[config.mk]
export PLATFORM = sky130hd
export DESIGN_NAME = utf8_utf16_offset_mapper_core_flat
export DESIGN_NICKNAME = d
export VERILOG_FILES = /design/src/sv/u2o_pkg.sv /design/src/sv/u2o_chan_if.sv /design/src/sv/u2o_piece.sv /design/src/sv/utf8_utf16_offset_mapper_core.sv /design/src/flat_wrapper.sv
export SDC_FILE = /design/constraint.sdc
export NUM_CORES = 1
export LEC_CHECK = 0
export BUFFER_PORTS_ARGS = -buffer_cell sky130_fd_sc_hd__buf_2
export CAP_MARGIN = 20
export CORE_MARGIN = 2
export CORE_UTILIZATION = 30
export DETAILED_ROUTE_END_ITERATION = 10
export SETUP_SLACK_MARGIN = 0.4
export SYNTH_ARGS = -nofsm -noshare
export SYNTH_HDL_FRONTEND = slang
export SYNTH_HIERARCHICAL = 1
export SYNTH_SLANG_ARGS = --single-unit
[constraint.sdc]
create_clock -name clock -period 13.7 [get_ports clock]
set_input_delay 1.37 -clock clock [delete_from_list [all_inputs] [get_ports clock]]
set_output_delay 1.37 -clock clock [all_outputs]
set_load 0.02 [all_outputs]
[src/sv/u2o_pkg.sv]
// ----------------------------------------------------------------------------
// u2o_pkg
// Shared types, codes and helpers of the UTF-8 to UTF-16 offset mapper.
// ----------------------------------------------------------------------------
package u2o_pkg;

   // fixed field widths
   localparam int unsigned BYTE_W   = 8;
   localparam int unsigned ANSWER_W = 20;
   localparam int unsigned TARGET_W = 20;
   localparam int unsigned MODE_W   = 2;
   localparam int unsigned POINT_W  = 21;
   localparam int unsigned LEN_W    = 3;

   // operating modes, the spare code MODE_TOTAL_ALT counts as total mode
   typedef enum logic [MODE_W-1:0] {
      MODE_TOTAL_UNITS  = 2'd0,
      MODE_UNITS_TO_POS = 2'd1,
      MODE_POS_FOR_UNIT = 2'd2,
      MODE_TOTAL_ALT    = 2'd3
   } mode_type;

   // register indexes of the csr port
   typedef enum logic {
      CSR_MODE   = 1'b0,
      CSR_TARGET = 1'b1
   } csr_index_type;

   // lead byte classes
   localparam logic [BYTE_W-1:0] ASCII_MASK  = 8'h80;
   localparam logic [BYTE_W-1:0] LEAD3_MASK  = 8'hE0;
   localparam logic [BYTE_W-1:0] LEAD4_MASK  = 8'hF0;
   localparam logic [BYTE_W-1:0] LEAD5_MASK  = 8'hF8;
   localparam logic [BYTE_W-1:0] LEAD2_VAL   = 8'hC0;
   localparam logic [BYTE_W-1:0] LEAD3_VAL   = 8'hE0;
   localparam logic [BYTE_W-1:0] LEAD4_VAL   = 8'hF0;
   localparam logic [BYTE_W-1:0] BITS2_MASK  = 8'h1F;
   localparam logic [BYTE_W-1:0] BITS3_MASK  = 8'h0F;
   localparam logic [BYTE_W-1:0] BITS4_MASK  = 8'h07;
   localparam logic [BYTE_W-1:0] CONT_MASK   = 8'h3F;
   localparam logic [POINT_W-1:0] BMP_MAX    = 21'h00FFFF;

   localparam logic [LEN_W-1:0] LEN_ONE   = 3'd1;
   localparam logic [LEN_W-1:0] LEN_TWO   = 3'd2;
   localparam logic [LEN_W-1:0] LEN_THREE = 3'd3;
   localparam logic [LEN_W-1:0] LEN_FOUR  = 3'd4;

   // sequence length from the lead byte, anything unknown is one byte
   function automatic logic [LEN_W-1:0] lead_length(input logic [BYTE_W-1:0] b);
      logic [LEN_W-1:0] len;
      len = LEN_ONE;
      if ((b & ASCII_MASK) == '0)             len = LEN_ONE;
      else if ((b & LEAD3_MASK) == LEAD2_VAL) len = LEN_TWO;
      else if ((b & LEAD4_MASK) == LEAD3_VAL) len = LEN_THREE;
      else if ((b & LEAD5_MASK) == LEAD4_VAL) len = LEN_FOUR;
      return len;
   endfunction

   // code point bits carried by a lead byte
   function automatic logic [POINT_W-1:0] lead_bits(input logic [BYTE_W-1:0] b);
      logic [POINT_W-1:0] bits;
      case (lead_length(b))
         LEN_TWO:   bits = POINT_W'(b & BITS2_MASK);
         LEN_THREE: bits = POINT_W'(b & BITS3_MASK);
         LEN_FOUR:  bits = POINT_W'(b & BITS4_MASK);
         default:   bits = POINT_W'(b);
      endcase
      return bits;
   endfunction

endpackage

[src/sv/u2o_chan_if.sv]
// ----------------------------------------------------------------------------
// u2o channel interfaces
// Valid/ready channels for the byte stream and for the answers.
// ----------------------------------------------------------------------------
interface u2o_req_if;
   logic       valid;
   logic       ready;
   logic [7:0] data_byte;
   logic       last;

   modport source (output valid, output data_byte, output last, input ready);
   modport sink   (input valid, input data_byte, input last, output ready);
endinterface

interface u2o_rsp_if;
   logic        valid;
   logic        ready;
   logic [19:0] answer;

   modport source (output valid, output answer, input ready);
   modport sink   (input valid, input answer, output ready);
endinterface

[src/sv/u2o_piece.sv]
// ----------------------------------------------------------------------------
// u2o_piece
// Applies one parsed piece (end offset and unit count) to the line counters.
// ----------------------------------------------------------------------------
module u2o_piece #(
   parameter int unsigned COUNT_BITS = 20
) (
   input  u2o_pkg::mode_type                 mode,
   input  logic [u2o_pkg::TARGET_W-1:0]      target,
   input  logic                              enable,
   input  logic [COUNT_BITS-1:0]             end_pos,
   input  logic                              two_units,
   input  logic [COUNT_BITS-1:0]             unit_in,
   input  logic [COUNT_BITS-1:0]             offset_in,
   input  logic                              stop_in,
   output logic [COUNT_BITS-1:0]             unit_out,
   output logic [COUNT_BITS-1:0]             offset_out,
   output logic                              stop_out
);
   import u2o_pkg::*;

   localparam int unsigned CMP_W = (COUNT_BITS > TARGET_W) ? COUNT_BITS : TARGET_W;

   logic [COUNT_BITS:0]   sum_raw;
   logic [COUNT_BITS-1:0] sum_sat;
   logic [CMP_W-1:0]      target_w;
   logic [CMP_W-1:0]      end_w;
   logic [CMP_W-1:0]      unit_w;
   logic [CMP_W-1:0]      sum_w;

   // saturating unit add
   assign sum_raw = {1'b0, unit_in} + (two_units ? (COUNT_BITS+1)'(2) : (COUNT_BITS+1)'(1));
   assign sum_sat = sum_raw[COUNT_BITS] ? '1 : sum_raw[COUNT_BITS-1:0];

   // compare at a common width
   assign target_w = CMP_W'(target);
   assign end_w    = CMP_W'(end_pos);
   assign unit_w   = CMP_W'(unit_in);
   assign sum_w    = CMP_W'(sum_sat);

   // per-mode limit handling
   always_comb begin
      unit_out   = unit_in;
      offset_out = offset_in;
      stop_out   = stop_in;
      if (enable) begin
         case (mode)
            MODE_UNITS_TO_POS: begin
               if (!stop_in) begin
                  if (end_w > target_w) stop_out = 1'b1;
                  else                  unit_out = sum_sat;
               end
            end
            MODE_POS_FOR_UNIT: begin
               if (!stop_in) begin
                  if (unit_w >= target_w) begin
                     stop_out = 1'b1;
                  end else begin
                     unit_out = sum_sat;
                     if (sum_w <= target_w) offset_out = end_pos;
                     else                   stop_out   = 1'b1;
                  end
               end
            end
            default: begin
               unit_out = sum_sat;
            end
         endcase
      end
   end

endmodule

[src/sv/utf8_utf16_offset_mapper_core.sv]
// ----------------------------------------------------------------------------
// utf8_utf16_offset_mapper_core
// Counts UTF-16 code units of a UTF-8 line, or maps between byte offsets
// and unit offsets, one byte per cycle unless a last byte waits on rsp_ch.
// ----------------------------------------------------------------------------
// Usage:
//   req_ch carries one byte of the line per transfer, with last on the final
//   byte. rsp_ch carries one answer per line, sent after the last byte.
//   csr_we/csr_index/csr_wdata write mode (index 0) and target (index 1);
//   write them only between lines while the block is idle.
// Timing:
//   one byte per cycle, unless a last byte waits on a stalled rsp_ch. Every
//   byte updates the sequence decoder and the counters in the cycle it is
//   taken; the answer is registered and appears on rsp_ch in the cycle after the last byte transfer.
//   Throughput is set by the single counter update path, which handles the
//   re-parse of a sequence cut off by the end of the line (up to three
//   pieces) in that same cycle.
// Stalls and reset:
//   while an answer waits on a stalled rsp_ch, bytes that are not last are
//   still taken; a last byte waits until the output register frees up.
//   Synchronous reset clears mode, target, line state and the output valid.
// ----------------------------------------------------------------------------
module utf8_utf16_offset_mapper_core #(
   parameter int unsigned COUNT_BITS = 20
) (
   input  logic                                 clock,
   input  logic                                 reset,
   u2o_req_if.sink                              req_ch,
   u2o_rsp_if.source                            rsp_ch,
   input  logic                                 csr_we,
   input  u2o_pkg::csr_index_type               csr_index,
   input  logic [u2o_pkg::TARGET_W-1:0]         csr_wdata
);
   import u2o_pkg::*;

   localparam int unsigned CMP_W = (COUNT_BITS > ANSWER_W) ? COUNT_BITS : ANSWER_W;

   // configuration registers
   mode_type              mode_ff;
   logic [TARGET_W-1:0]   target_ff;

   // line state
   logic [LEN_W-1:0]      expected_ff, expected_in;
   logic [LEN_W-1:0]      seen_ff, seen_in;
   logic [POINT_W-1:0]    point_ff, point_in;
   logic [COUNT_BITS-1:0] start_ff, start_in;
   logic [COUNT_BITS-1:0] pos_ff, pos_in;
   logic [COUNT_BITS-1:0] unit_ff;
   logic [COUNT_BITS-1:0] mapped_ff;
   logic                  stopped_ff;
   logic                  second_two_ff, second_two_in;

   // result register
   logic                  rsp_valid_ff;
   logic [ANSWER_W-1:0]   answer_ff;

   logic                  out_free;
   logic                  take;
   logic [COUNT_BITS:0]   pos_raw;
   logic                  complete;
   logic [COUNT_BITS:0]   s1_raw, s2_raw, s3_raw;
   logic [COUNT_BITS-1:0] s1, s2, s3;

   // piece inputs
   logic                  p0_en, p1_en, p2_en;
   logic [COUNT_BITS-1:0] p0_end, p1_end, p2_end;
   logic                  p0_two;
   logic [COUNT_BITS-1:0] u0, u1, u2;
   logic [COUNT_BITS-1:0] m0, m1, m2;
   logic                  t0, t1, t2;
   logic [CMP_W-1:0]      answer_w;

   // handshake: only a last byte needs the output register
   assign out_free     = !rsp_valid_ff || rsp_ch.ready;
   assign req_ch.ready = out_free || !req_ch.last;
   assign take         = req_ch.valid && req_ch.ready;

   // byte position, saturating
   assign pos_raw = {1'b0, pos_ff} + (COUNT_BITS+1)'(1);
   assign pos_in  = pos_raw[COUNT_BITS] ? '1 : pos_raw[COUNT_BITS-1:0];

   // sequence decoder
   always_comb begin
      expected_in   = expected_ff;
      seen_in       = seen_ff + LEN_W'(1);
      point_in      = {point_ff[POINT_W-7:0], req_ch.data_byte[5:0] & CONT_MASK[5:0]};
      start_in      = start_ff;
      second_two_in = second_two_ff;
      if (seen_ff == '0) begin
         expected_in = lead_length(req_ch.data_byte);
         seen_in     = LEN_ONE;
         point_in    = lead_bits(req_ch.data_byte);
         start_in    = pos_ff;
      end else if (seen_ff == LEN_ONE) begin
         second_two_in = (lead_length(req_ch.data_byte) == LEN_TWO);
      end
   end

   assign complete = (seen_in >= expected_in);

   // offsets for the re-parse of a cut-off sequence
   assign s1_raw = {1'b0, start_in} + (COUNT_BITS+1)'(1);
   assign s2_raw = {1'b0, start_in} + (COUNT_BITS+1)'(2);
   assign s3_raw = {1'b0, start_in} + (COUNT_BITS+1)'(3);
   assign s1     = s1_raw[COUNT_BITS] ? '1 : s1_raw[COUNT_BITS-1:0];
   assign s2     = s2_raw[COUNT_BITS] ? '1 : s2_raw[COUNT_BITS-1:0];
   assign s3     = s3_raw[COUNT_BITS] ? '1 : s3_raw[COUNT_BITS-1:0];

   // piece selection
   always_comb begin
      p0_en  = 1'b0;
      p1_en  = 1'b0;
      p2_en  = 1'b0;
      p0_end = pos_in;
      p1_end = s2;
      p2_end = s3;
      p0_two = 1'b0;
      if (complete) begin
         p0_en  = 1'b1;
         p0_two = (point_in > BMP_MAX);
      end else if (req_ch.last) begin
         p0_en  = 1'b1;
         p0_end = s1;
         if (seen_in == LEN_TWO) begin
            p1_en = 1'b1;
         end else if (seen_in == LEN_THREE) begin
            p1_en = 1'b1;
            if (second_two_in) begin
               p1_end = s3;
            end else begin
               p2_en = 1'b1;
            end
         end
      end
   end

   // counter update chain
   u2o_piece #(.COUNT_BITS(COUNT_BITS)) u_piece0 (
      .mode(mode_ff), .target(target_ff), .enable(p0_en), .end_pos(p0_end),
      .two_units(p0_two), .unit_in(unit_ff), .offset_in(mapped_ff),
      .stop_in(stopped_ff), .unit_out(u0), .offset_out(m0), .stop_out(t0)
   );

   u2o_piece #(.COUNT_BITS(COUNT_BITS)) u_piece1 (
      .mode(mode_ff), .target(target_ff), .enable(p1_en), .end_pos(p1_end),
      .two_units(1'b0), .unit_in(u0), .offset_in(m0),
      .stop_in(t0), .unit_out(u1), .offset_out(m1), .stop_out(t1)
   );

   u2o_piece #(.COUNT_BITS(COUNT_BITS)) u_piece2 (
      .mode(mode_ff), .target(target_ff), .enable(p2_en), .end_pos(p2_end),
      .two_units(1'b0), .unit_in(u1), .offset_in(m1),
      .stop_in(t1), .unit_out(u2), .offset_out(m2), .stop_out(t2)
   );

   // answer of the line
   assign answer_w = (mode_ff == MODE_POS_FOR_UNIT) ? CMP_W'(m2) : CMP_W'(u2);

   // configuration writes
   always_ff @(posedge clock) begin
      if (reset) begin
         mode_ff   <= MODE_TOTAL_UNITS;
         target_ff <= '0;
      end else if (csr_we) begin
         case (csr_index)
            CSR_MODE:   mode_ff   <= mode_type'(csr_wdata[MODE_W-1:0]);
            CSR_TARGET: target_ff <= csr_wdata;
            default:    target_ff <= target_ff;
         endcase
      end
   end

   // line state update
   always_ff @(posedge clock) begin
      if (reset) begin
         expected_ff   <= '0;
         seen_ff       <= '0;
         point_ff      <= '0;
         start_ff      <= '0;
         pos_ff        <= '0;
         unit_ff       <= '0;
         mapped_ff     <= '0;
         stopped_ff    <= 1'b0;
         second_two_ff <= 1'b0;
      end else if (take) begin
         if (req_ch.last) begin
            expected_ff   <= '0;
            seen_ff       <= '0;
            point_ff      <= '0;
            start_ff      <= '0;
            pos_ff        <= '0;
            unit_ff       <= '0;
            mapped_ff     <= '0;
            stopped_ff    <= 1'b0;
            second_two_ff <= 1'b0;
         end else begin
            pos_ff        <= pos_in;
            start_ff      <= start_in;
            second_two_ff <= second_two_in;
            unit_ff       <= u2;
            mapped_ff     <= m2;
            stopped_ff    <= t2;
            if (complete) begin
               expected_ff <= '0;
               seen_ff     <= '0;
               point_ff    <= '0;
            end else begin
               expected_ff <= expected_in;
               seen_ff     <= seen_in;
               point_ff    <= point_in;
            end
         end
      end
   end

   // result register
   always_ff @(posedge clock) begin
      if (reset) begin
         rsp_valid_ff <= 1'b0;
      end else if (take && req_ch.last) begin
         rsp_valid_ff <= 1'b1;
      end else if (rsp_ch.ready) begin
         rsp_valid_ff <= 1'b0;
      end
   end

   always_ff @(posedge clock) begin
      if (take && req_ch.last) begin
         answer_ff <= answer_w[ANSWER_W-1:0];
      end
   end

   assign rsp_ch.valid  = rsp_valid_ff;
   assign rsp_ch.answer = answer_ff;

endmodule

[src/flat_wrapper.sv]
// flat-port wrapper written by rule: the top's interface ports become plain ports
module utf8_utf16_offset_mapper_core_flat import u2o_pkg::*;
#(
   parameter int unsigned COUNT_BITS = 20
)
  (clock, reset, csr_we, csr_index, csr_wdata, req_ch_valid, req_ch_data_byte, req_ch_last, req_ch_ready, rsp_ch_valid, rsp_ch_answer, rsp_ch_ready);
  u2o_req_if req_ch_i ();
  u2o_rsp_if rsp_ch_i ();
  input  logic clock;
  input  logic reset;
  input  logic csr_we;
  input  u2o_pkg::csr_index_type csr_index;
  input  logic [u2o_pkg::TARGET_W-1:0] csr_wdata;
  input wire logic [$bits(req_ch_i.valid)-1:0] req_ch_valid;
  input wire logic [$bits(req_ch_i.data_byte)-1:0] req_ch_data_byte;
  input wire logic [$bits(req_ch_i.last)-1:0] req_ch_last;
  output wire logic [$bits(req_ch_i.ready)-1:0] req_ch_ready;
  output wire logic [$bits(rsp_ch_i.valid)-1:0] rsp_ch_valid;
  output wire logic [$bits(rsp_ch_i.answer)-1:0] rsp_ch_answer;
  input wire logic [$bits(rsp_ch_i.ready)-1:0] rsp_ch_ready;
  assign req_ch_i.valid = req_ch_valid;
  assign req_ch_i.data_byte = req_ch_data_byte;
  assign req_ch_i.last = req_ch_last;
  assign req_ch_ready = req_ch_i.ready;
  assign rsp_ch_valid = rsp_ch_i.valid;
  assign rsp_ch_answer = rsp_ch_i.answer;
  assign rsp_ch_i.ready = rsp_ch_ready;
  utf8_utf16_offset_mapper_core #(.COUNT_BITS(COUNT_BITS)) u_core (.clock(clock), .reset(reset), .req_ch(req_ch_i), .rsp_ch(rsp_ch_i), .csr_we(csr_we), .csr_index(csr_index), .csr_wdata(csr_wdata));
endmodule
==> Implementation_results.wiki, run 1 <==
{| class="wikitable"
! Metric !! Value
|-
| Area share of the leading cell type in the synthesized netlist || 0.162
|-
| Required arrival time at the worst endpoint || 13.90 ns
|-
| Critical Path Max Stage Delay || 0.61 ns
|-
| Number of buffers between clock root and the deepest sink || 2
|-
| Critical path capture point type || register
|-
| Vias in the first global route || 14500
|-
| Number of synthesized flops with an enable pin || 20
|-
| Sequential share of power || 0.383
|-
| Y dimension of the die || 232 µm
|-
| Ratio of total power to cell area || 67.5 mW/mm²
|-
| Dominant cell type by area after synthesis || sky130_fd_sc_hd__ha_1
|-
| Peak fanout along the critical path || 20
|-
| Post-layout instance count excluding filler cells || 2669
|-
| Static power due to leakage || 7.00 nW
|-
| Maximum Capacitance Violations || 0
|-
| Number of DRC markers after the initial detailed-route iteration || 1420
|-
| Netlist area before placement || 0.0156 mm²
|-
| Number of distinct library cells after synthesis || 90
|-
| Endpoint of the worst hold-timing path || u_core/mapped_ff[0]
|-
| Critical path arrival || 12.94 ns
|-
| Worst supply voltage drop on vdd || 75.8 µV
|-
| Synthesized flop and latch total || 144
|-
| Path class of the lowest-slack min-delay path || register to register
|-
| Unrepaired setup endpoints after global routing || false
|-
| First drt pass iteration count || 6
|-
| Slack of the worst reg-to-reg path || 0.95 ns
|-
| Effective utilization at floorplan || 0.304
|-
| Worst setup path category || register to register
|-
| Total negative setup slack || 0 ns
|-
| Post-route core utilization || 0.333
|-
| Sum of routed wire length over all layers || 58600 µm
|-
| Number of port buffers || 56
|-
| Count of standard-cell rows || 83
|-
| Top-count cell post-synth || sky130_fd_sc_hd__nand2_1
|-
| DIE WIDTH || 232 µm
|-
| Number of levels in the clock H-tree || 4
|-
| Actual transition at the worst max-transition pin || 1.24 ns
|-
| Internal Power || 789 µW
|-
| Combinational group share of total power || 0.194
|-
| Net count reported at finish || 2217
|-
| Clock Sink Count || 144
|-
| Source of the worst hold timing path || u_core/mapped_ff[0]
|-
| Final setup viols || 0
|-
| Post-detailed-placement half-perimeter wirelength || 46200 µm
|-
| Slowest cell on the critical path || sky130_fd_sc_hd__or4_1
|-
| Combined global-route utilization of all metal layers || 0.212
|-
| Hold buffer count at cts || 0
|-
| Power share of the clock group || 0.422
|-
| Vias || 15400
|-
| Remaining antenna violation count after routing || 0
|-
| Remaining max-slew budget at the tightest pin || 0.176
|-
| Reg clk slew, reported paths || 0.06 ns
|-
| Async set-reset flop share out of synthesis || 0
|-
| Min-Delay Path Depth || 2
|-
| Top cells by count, synth || sky130_fd_sc_hd__nand2_1, sky130_fd_sc_hd__ha_1, sky130_fd_sc_hd__a21oi_1
|-
| Instance area after placement || 0.0165 mm²
|-
| Number of buffers created by CTS || 17
|-
| Gate count of the mapped netlist || 1976
|-
| Postcts setup bufs || 0
|-
| Gr ovfl total || 0
|-
| Kind of start point of the critical path || register
|-
| Initial antenna violation count || 1
|-
| Clock root buffer || sky130_fd_sc_hd__clkbuf_16
|-
| Worst clock skew on the final layout || 0.0123 ns
|-
| Switching share of power || 0.317
|-
| Ys Warns || 6
|-
| Shortest period the worst path allows || 12.75 ns
|-
| Number of cells after detailed placement || 2635
|-
| Achievable Freq || 78.5 MHz
|-
| Top post-synthesis cells by area || sky130_fd_sc_hd__ha_1, sky130_fd_sc_hd__dfxtp_1, sky130_fd_sc_hd__nand2_1
|-
| Switch Pwr || 367 µW
|-
| Post-layout instance area || 0.0171 mm²
|-
| # DRC || 0
|-
| Status || completed
|-
| Largest net degree at the start of global routing || 71
|-
| Area of the die || 0.0540 mm²
|-
| Core area || 0.0514 mm²
|-
| Crit Reg-Reg Startpoint || u_core/seen_ff[0]
|-
| Number of placed I/O pins || 57
|-
| Max Transition Viols Final || 0
|-
| Final RePlAce weighted congestion || 0.979
|-
| Mean number of vias per cell || 5.77
|-
| Capture instance of the worst register-to-register path || u_core/rsp_ch.answer[5]
|-
| Routed length per instance || 21.9 µm
|-
| Area Overhead vs Synth || 9.56%
|-
| Synthesized area per cell || 7.91 µm²
|-
| Sequential cell area fraction in the yosys report || 0.197
|-
| PnR Total Power || 1.16 mW
|-
| Wire length of the first global-routing pass || 87500 µm
|-
| Layout cell share with drive strength beyond 1 || 0.129
|-
| Fin. Hold Viols || 0
|-
| Number of cell instances on the worst register-to-register path || 42
|-
| Later-pin clock latency in the skew report || 0.46 ns
|-
| Final period utilization || 0.930
|-
| Clock tree from TritonCTS || built
|-
| Most used DFF post-synth || sky130_fd_sc_hd__dfxtp_1
|}
## through the flow
step                hold WS (ns)  setup slack, ns
finish                     0.452            0.954
global route               0.475            0.418
CTS                        0.456            0.498
detailed placement         0.446            0.214
global placement           0.440            0.424
floorplan                  0.431             2.61
## cell usage in the layout, fill, tap and decap left out, types with 12 or more instances in the layout
cell type / count
sky130_fd_sc_hd__nand2_1: 282
sky130_fd_sc_hd__ha_1: 202
sky130_fd_sc_hd__a21oi_1: 189
sky130_fd_sc_hd__nor2_1: 130
sky130_fd_sc_hd__dfxtp_1: 124
sky130_fd_sc_hd__inv_1: 106
sky130_fd_sc_hd__nand3_1: 94
sky130_fd_sc_hd__a32o_1: 61
sky130_fd_sc_hd__buf_2: 55
sky130_fd_sc_hd__nand4_1: 50
sky130_fd_sc_hd__nor3_1: 46
sky130_fd_sc_hd__mux2_2: 46
sky130_fd_sc_hd__a22oi_1: 45
sky130_fd_sc_hd__o21ai_0: 45
sky130_fd_sc_hd__xnor2_1: 44
sky130_fd_sc_hd__mux2_4: 41
sky130_fd_sc_hd__xor2_1: 38
sky130_fd_sc_hd__mux2i_1: 31
sky130_fd_sc_hd__buf_4: 26
sky130_fd_sc_hd__nor2b_1: 20
sky130_fd_sc_hd__edfxtp_1: 20
sky130_fd_sc_hd__nand2b_1: 18
sky130_fd_sc_hd__clkbuf_16: 17
sky130_fd_sc_hd__a31oi_1: 16
sky130_fd_sc_hd__a21o_1: 16
sky130_fd_sc_hd__and3_1: 12
sky130_fd_sc_hd__nor4_1: 12
sky130_fd_sc_hd__o21ai_1: 12
## cell families after synthesis
group,Yosys count,synth area share
adder cells (fa/ha/maj),206,0.166
XOR/XNOR,82,0.0459
flip-flops,144,0.197
multiplexers,131,0.103
buffers and inverters,215,0.0635
AO/OA/AOI/OAI,470,0.203
other,1,0.000240
AND/OR/NAND/NOR,727,0.220
## layer usage
metal / GRT usage / share of wire / up-vias
met1: 0.282 / 0.43 / 7508
met5: 0 / 0 / -
met4: 0.0673 / 0.026 / 0
met3: 0.0362 / 0.072 / 93
li1: - / - / 7215
met2: 0.348 / 0.47 / 579
## worst max-delay path, delay by kind of cell, from the launching register on
kind | cells | cell delay (ns)
multiplexers | 4 | 1.46
adder cells (fa/ha/maj) | 6 | 2.07
buffers and inverters | 5 | 0.92
AND/OR/NAND/NOR | 17 | 5.15
flip-flops | 1 | 0.41
AO/OA/AOI/OAI | 10 | 2.43
## repair_timing
action                                  in CTS  in global routing
hold endpoints to repair                     0                  0
cloned                                       0                  2
endpoints found under the setup margin      20                 40
resized for setup                            2                 10
## power groups by stage
stage          logic [mW]  registers, mW  clock network (mW)
3_3_place_gp        0.207          0.453                   0
5_1_grt             0.243          0.443               0.515
3_5_place_dp        0.214          0.452                   0
4_1_cts             0.216          0.443               0.498
2_1_floorplan       0.143          0.451                   0
6_report            0.224          0.443               0.488
## cell type report
| class | instances | area [µm²] |
|---|---|---|
| fill | 5418 | 34300 |
| multi-input combinational | 1622 | 11700 |
| sequential | 144 | 3080 |
| tap | 680 | 851 |
| timing repair buffer | 83 | 526 |
| clock buffer | 19 | 453 |
| inverter | 108 | 405 |
| clock inverter | 12 | 140 |
| antenna | 1 | 2.50 |
## how the worst max path moves through the flow
stage	start	end	slack [ns]	depth (start not counted)
final	u_core/seen_ff[0]	u_core/rsp_ch.answer[5]	0.95	42
after global routing	u_core/seen_ff[0]	u_core/rsp_ch.answer[5]	0.42	45
after CTS	u_core/seen_ff[0]	u_core/rsp_ch.answer[5]	0.50	44
after detailed placement	req_ch_data_byte[7]	u_core/rsp_ch.answer[4]	0.21	44
after global placement	req_ch_data_byte[5]	u_core/rsp_ch.answer[15]	0.42	44
after floorplan	u_core/seen_ff[0]	u_core/rsp_ch.answer[0]	2.61	53
## state kept, by name (all words and copies together) (netlist names)
register	count
u_core/seen_ff	3
u_core/mapped_ff	20
u_core/target_ff	20
u_core/rsp_ch.valid	1
u_core/unit_ff	20
u_core/rsp_ch.answer	20
u_core/mode_ff	2
u_core/point_ff	13
u_core/stopped_ff	1
u_core/expected_ff	3
u_core/pos_ff	20
u_core/start_ff	20
u_core/second_two_ff	1
Power figures use the tool's default switching activity.
==> run 2: changes to the inputs <==
--- a/config.mk
+++ b/config.mk
@@ -5,6 +5,7 @@
 export SDC_FILE = /design/constraint.sdc
 export NUM_CORES = 1
 export LEC_CHECK = 0
+export ABC_AREA = 1
 export BUFFER_PORTS_ARGS = -buffer_cell sky130_fd_sc_hd__buf_2
 export CAP_MARGIN = 20
 export CORE_MARGIN = 2
==> Implementation_results.wiki, run 2 <==
{| class="wikitable"
! Metric !! Value
|-
| Remaining max-slew budget at the tightest pin || 0.293 (was 0.176)
|-
| Number of gates given a new drive strength after cts || 0 (was 2)
|-
| Sequential share of power || 0.356 (was 0.383)
|-
| Switch Pwr || 488 µW (was 367 µW)
|-
| Number of placed I/O pins || 57 (unchanged)
|-
| Status || completed (unchanged)
|-
| Core area || 0.0601 mm² (was 0.0514 mm²)
|-
| Top cells by count, synth || sky130_fd_sc_hd__nand2_1, sky130_fd_sc_hd__nor2_1, sky130_fd_sc_hd__inv_1 (was sky130_fd_sc_hd__nand2_1, sky130_fd_sc_hd__ha_1, sky130_fd_sc_hd__a21oi_1)
|-
| Dominant cell type by area after synthesis || sky130_fd_sc_hd__nand2_1 (was sky130_fd_sc_hd__ha_1)
|-
| Shortest period the worst path allows || 12.04 ns (was 12.75 ns)
|-
| Vias in the first global route || 17300 (was 14500)
|-
| Required arrival time at the worst endpoint || 13.91 ns (was 13.90 ns)
|-
| Instance area after placement || 0.0190 mm² (was 0.0165 mm²)
|-
| Internal Power || 778 µW (was 789 µW)
|-
| Sum of routed wire length over all layers || 66300 µm (was 58600 µm)
|-
| Mean number of vias per cell || 4.97 (was 5.77)
|-
| Actual transition at the worst max-transition pin || 1.06 ns (was 1.24 ns)
|-
| Number of DRC markers after the initial detailed-route iteration || 2038 (was 1420)
|-
| Worst path bufs/invs || 13 (was 5)
|-
| Reg clk slew, reported paths || 0.07 ns (was 0.06 ns)
|-
| Final setup viols || 0 (unchanged)
|-
| Final RePlAce weighted congestion || 1.00 (was 0.979)
|-
| Hold buffer count at cts || 0 (unchanged)
|-
| Final period utilization || 0.879 (was 0.930)
|-
| Initial antenna violation count || 0 (was 1)
|-
| Number of antenna cells inserted || 0 (was 1)
|-
| Vias || 19300 (was 15400)
|-
| Synthesized flop and latch total || 144 (unchanged)
|-
| Maximum Capacitance Violations || 0 (unchanged)
|-
| Post-layout instance area || 0.0196 mm² (was 0.0171 mm²)
|-
| Largest net degree at the start of global routing || 83 (was 71)
|-
| Slowest cell on the critical path || sky130_fd_sc_hd__ha_2 (was sky130_fd_sc_hd__or4_1)
|-
| Achievable Freq || 83.1 MHz (was 78.5 MHz)
|-
| Peak fanout along the critical path || 21 (was 20)
|-
| Number of buffers created by CTS || 17 (unchanged)
|-
| Fin. Hold Viols || 0 (unchanged)
|-
| Async set-reset flop share out of synthesis || 0 (unchanged)
|-
| Number of port buffers || 56 (unchanged)
|-
| Path class of the lowest-slack min-delay path || register to register (unchanged)
|-
| Max Transition Viols Final || 0 (unchanged)
|-
| Gr ovfl total || 0 (unchanged)
|-
| DIE WIDTH || 250 µm (was 232 µm)
|-
| Sequential cell area fraction in the yosys report || 0.170 (was 0.197)
|-
| Number of distinct library cells after synthesis || 54 (was 90)
|-
| Layout cell share with drive strength beyond 1 || 0.0977 (was 0.129)
|-
| Clock root buffer || sky130_fd_sc_hd__clkbuf_16 (unchanged)
|-
| Worst supply voltage drop on vdd || 95.3 µV (was 75.8 µV)
|-
| Top post-synthesis cells by area || sky130_fd_sc_hd__nand2_1, sky130_fd_sc_hd__ha_1, sky130_fd_sc_hd__dfxtp_1 (was sky130_fd_sc_hd__ha_1, sky130_fd_sc_hd__dfxtp_1, sky130_fd_sc_hd__nand2_1)
|-
| Most used DFF post-synth || sky130_fd_sc_hd__dfxtp_1 (unchanged)
|-
| Unrepaired setup endpoints after global routing || false (unchanged)
|-
| # DRC || 0 (unchanged)
|-
| Post-detailed-placement half-perimeter wirelength || 52700 µm (was 46200 µm)
|-
| Wire length of the first global-routing pass || 101000 µm (was 87500 µm)
|-
| Y dimension of the die || 250 µm (was 232 µm)
|-
| Remaining antenna violation count after routing || 0 (unchanged)
|-
| Area of the die || 0.0625 mm² (was 0.0540 mm²)
|-
| Ys Warns || 6 (unchanged)
|-
| Netlist area before placement || 0.0182 mm² (was 0.0156 mm²)
|-
| Power share of the clock group || 0.372 (was 0.422)
|-
| Later-pin clock latency in the skew report || 0.47 ns (was 0.46 ns)
|-
| Number of synthesized flops with an enable pin || 20 (unchanged)
|-
| Effective utilization at floorplan || 0.302 (was 0.304)
|-
| Most used cells in the layout excluding fill and tap cells || sky130_fd_sc_hd__nand2_1, sky130_fd_sc_hd__nor2_1, sky130_fd_sc_hd__inv_1 (was sky130_fd_sc_hd__nand2_1, sky130_fd_sc_hd__ha_1, sky130_fd_sc_hd__a21oi_1)
|-
| Count of standard-cell rows || 90 (was 83)
|-
| Routed length per instance || 17.1 µm (was 21.9 µm)
|-
| Switching share of power || 0.385 (was 0.317)
|-
| Worst setup path category || register to register (unchanged)
|-
| Area Overhead vs Synth || 8.17% (was 9.56%)
|-
| Gate count of the mapped netlist || 3086 (was 1976)
|-
| Postcts setup bufs || 0 (unchanged)
|-
| Commonest non-fill, non-tap cell in the layout || sky130_fd_sc_hd__nand2_1 (unchanged)
|-
| Number of levels in the clock H-tree || 4 (unchanged)
|-
| Clock Sink Count || 144 (unchanged)
|-
| Kind of cell adding the most delay to the critical path || simple AND/OR/NAND/NOR gates (unchanged)
|-
| Critical Path Max Stage Delay || 0.46 ns (was 0.61 ns)
|-
| Total negative setup slack || 0 ns (unchanged)
|-
| Synthesized area per cell || 5.88 µm² (was 7.91 µm²)
|-
| First drt pass iteration count || 5 (was 6)
|-
| Static power due to leakage || 9.68 nW (was 7.00 nW)
|-
| Critical path capture point type || register (unchanged)
|-
| Most numerous cell on the critical path || sky130_fd_sc_hd__nand2_1
|-
| Kind of start point of the critical path || register (unchanged)
|-
| Layout fillers || 6796 (was 5418)
|-
| Ratio of total power to cell area || 64.5 mW/mm² (was 67.5 mW/mm²)
|-
| Area share of the leading cell type in the synthesized netlist || 0.193 (was 0.162)
|-
| Clock tree from TritonCTS || built (unchanged)
|-
| Critical path arrival || 12.25 ns (was 12.94 ns)
|-
| Combinational group share of total power || 0.272 (was 0.194)
|-
| Combined global-route utilization of all metal layers || 0.209 (was 0.212)
|-
| Net count reported at finish || 3319 (was 2217)
|-
| Top-count cell post-synth || sky130_fd_sc_hd__nand2_1 (unchanged)
|-
| Number of buffers between clock root and the deepest sink || 2 (unchanged)
|-
| Worst clock skew on the final layout || 0.0187 ns (was 0.0123 ns)
|}
[run 2: cell types whose count changed in the layout (fill, tap and decap cells not counted), sizes merged, moves of 43 or more]
cell / before / now
a22oi: 45 / 2
a32o: 61 / 0
inv: 118 / 449
mux2: 93 / 20
nand2: 287 / 988
nand3: 96 / 197
nor2: 134 / 480
o21ai: 57 / 121
xnor2: 44 / 0
[run 2: metal layers]
metal	wire length, µm	global-route usage	vias up
li1	-	-	9705
met1	30600	0.287	8779
met2	29700	0.335	679
met3	4070	0.0290	88
met4	1960	0.0667	0
met5	0	0	-
[run 2: final timing paths]
path	start	slack [ns]	to	cells past startpoint
worst max register to register	u_core/seen_ff[0]	1.66	u_core/rsp_ch.answer[5]	68
worst min register to register	u_core/start_ff[19]	0.46	u_core/start_ff[19]	2
worst min-delay path	u_core/start_ff[19]	0.46	u_core/start_ff[19]	2
worst max-delay path	u_core/seen_ff[0]	1.66	u_core/rsp_ch.answer[5]	68
[run 2: cell type report]
type | instances | area, µm² | area share
timing repair buffer | 84 | 513 | 0.0261
clock inverter | 15 | 143 | 0.00726
tap | 782 | 978 | 0.0498
inverter | 441 | 1660 | 0.0846
sequential | 144 | 3080 | 0.157
clock buffer | 17 | 425 | 0.0217
multi-input combinational | 2390 | 12800 | 0.654
[run 2: cells by family (layout without fill, tap and decap cells)]
family / count (synthesis) / in the layout / synth area share
simple gates: 1746 / 1746 / 0.416
compound gates: 357 / 357 / 0.105
fa+ha+maj: 206 / 206 / 0.143
flops: 144 / 144 / 0.170
buf+inv: 555 / 557 / 0.126
mux: 20 / 20 / 0.0124
xor+xnor: 57 / 57 / 0.0275
other cells: 1 / 4 / 0.000207
[run 2: stage by stage]
| step | worst slack [ns] | hold WS (ns) | power [mW] | utilization | std cells |
|---|---|---|---|---|---|
| 2_1_floorplan | 3.91 | 0.445 | 0.694 | - | 3089 |
| 3_3_place_gp | 1.32 | 0.453 | 0.793 | 0.317 | 3840 |
| 3_5_place_dp | 1.09 | 0.456 | 0.795 | 0.317 | 3840 |
| 4_1_cts | 1.17 | 0.467 | 1.27 | 0.326 | 3872 |
| 5_1_grt | 0.625 | 0.479 | 1.33 | 0.327 | 3873 |
| 6_report | 1.66 | 0.464 | 1.27 | 0.327 | 3873 |
[run 2: power groups by stage]
stage          Sequential, mW  Combinational, mW  Clock, mW
6_report                0.450              0.345      0.471
5_1_grt                 0.451              0.383      0.499
4_1_cts                 0.450              0.337      0.484
3_5_place_dp            0.460              0.335          0
3_3_place_gp            0.460              0.334          0
2_1_floorplan           0.456              0.238          0
[run 2: worst register-to-register path, delay by kind of cell, from the launching register on]
family	cells	cell delay, ns
simple gates	46	6.99
fa+ha+maj	7	2.26
buf+inv	13	1.73
flops	1	0.37
mux	1	0.26
compound gates	1	0.19
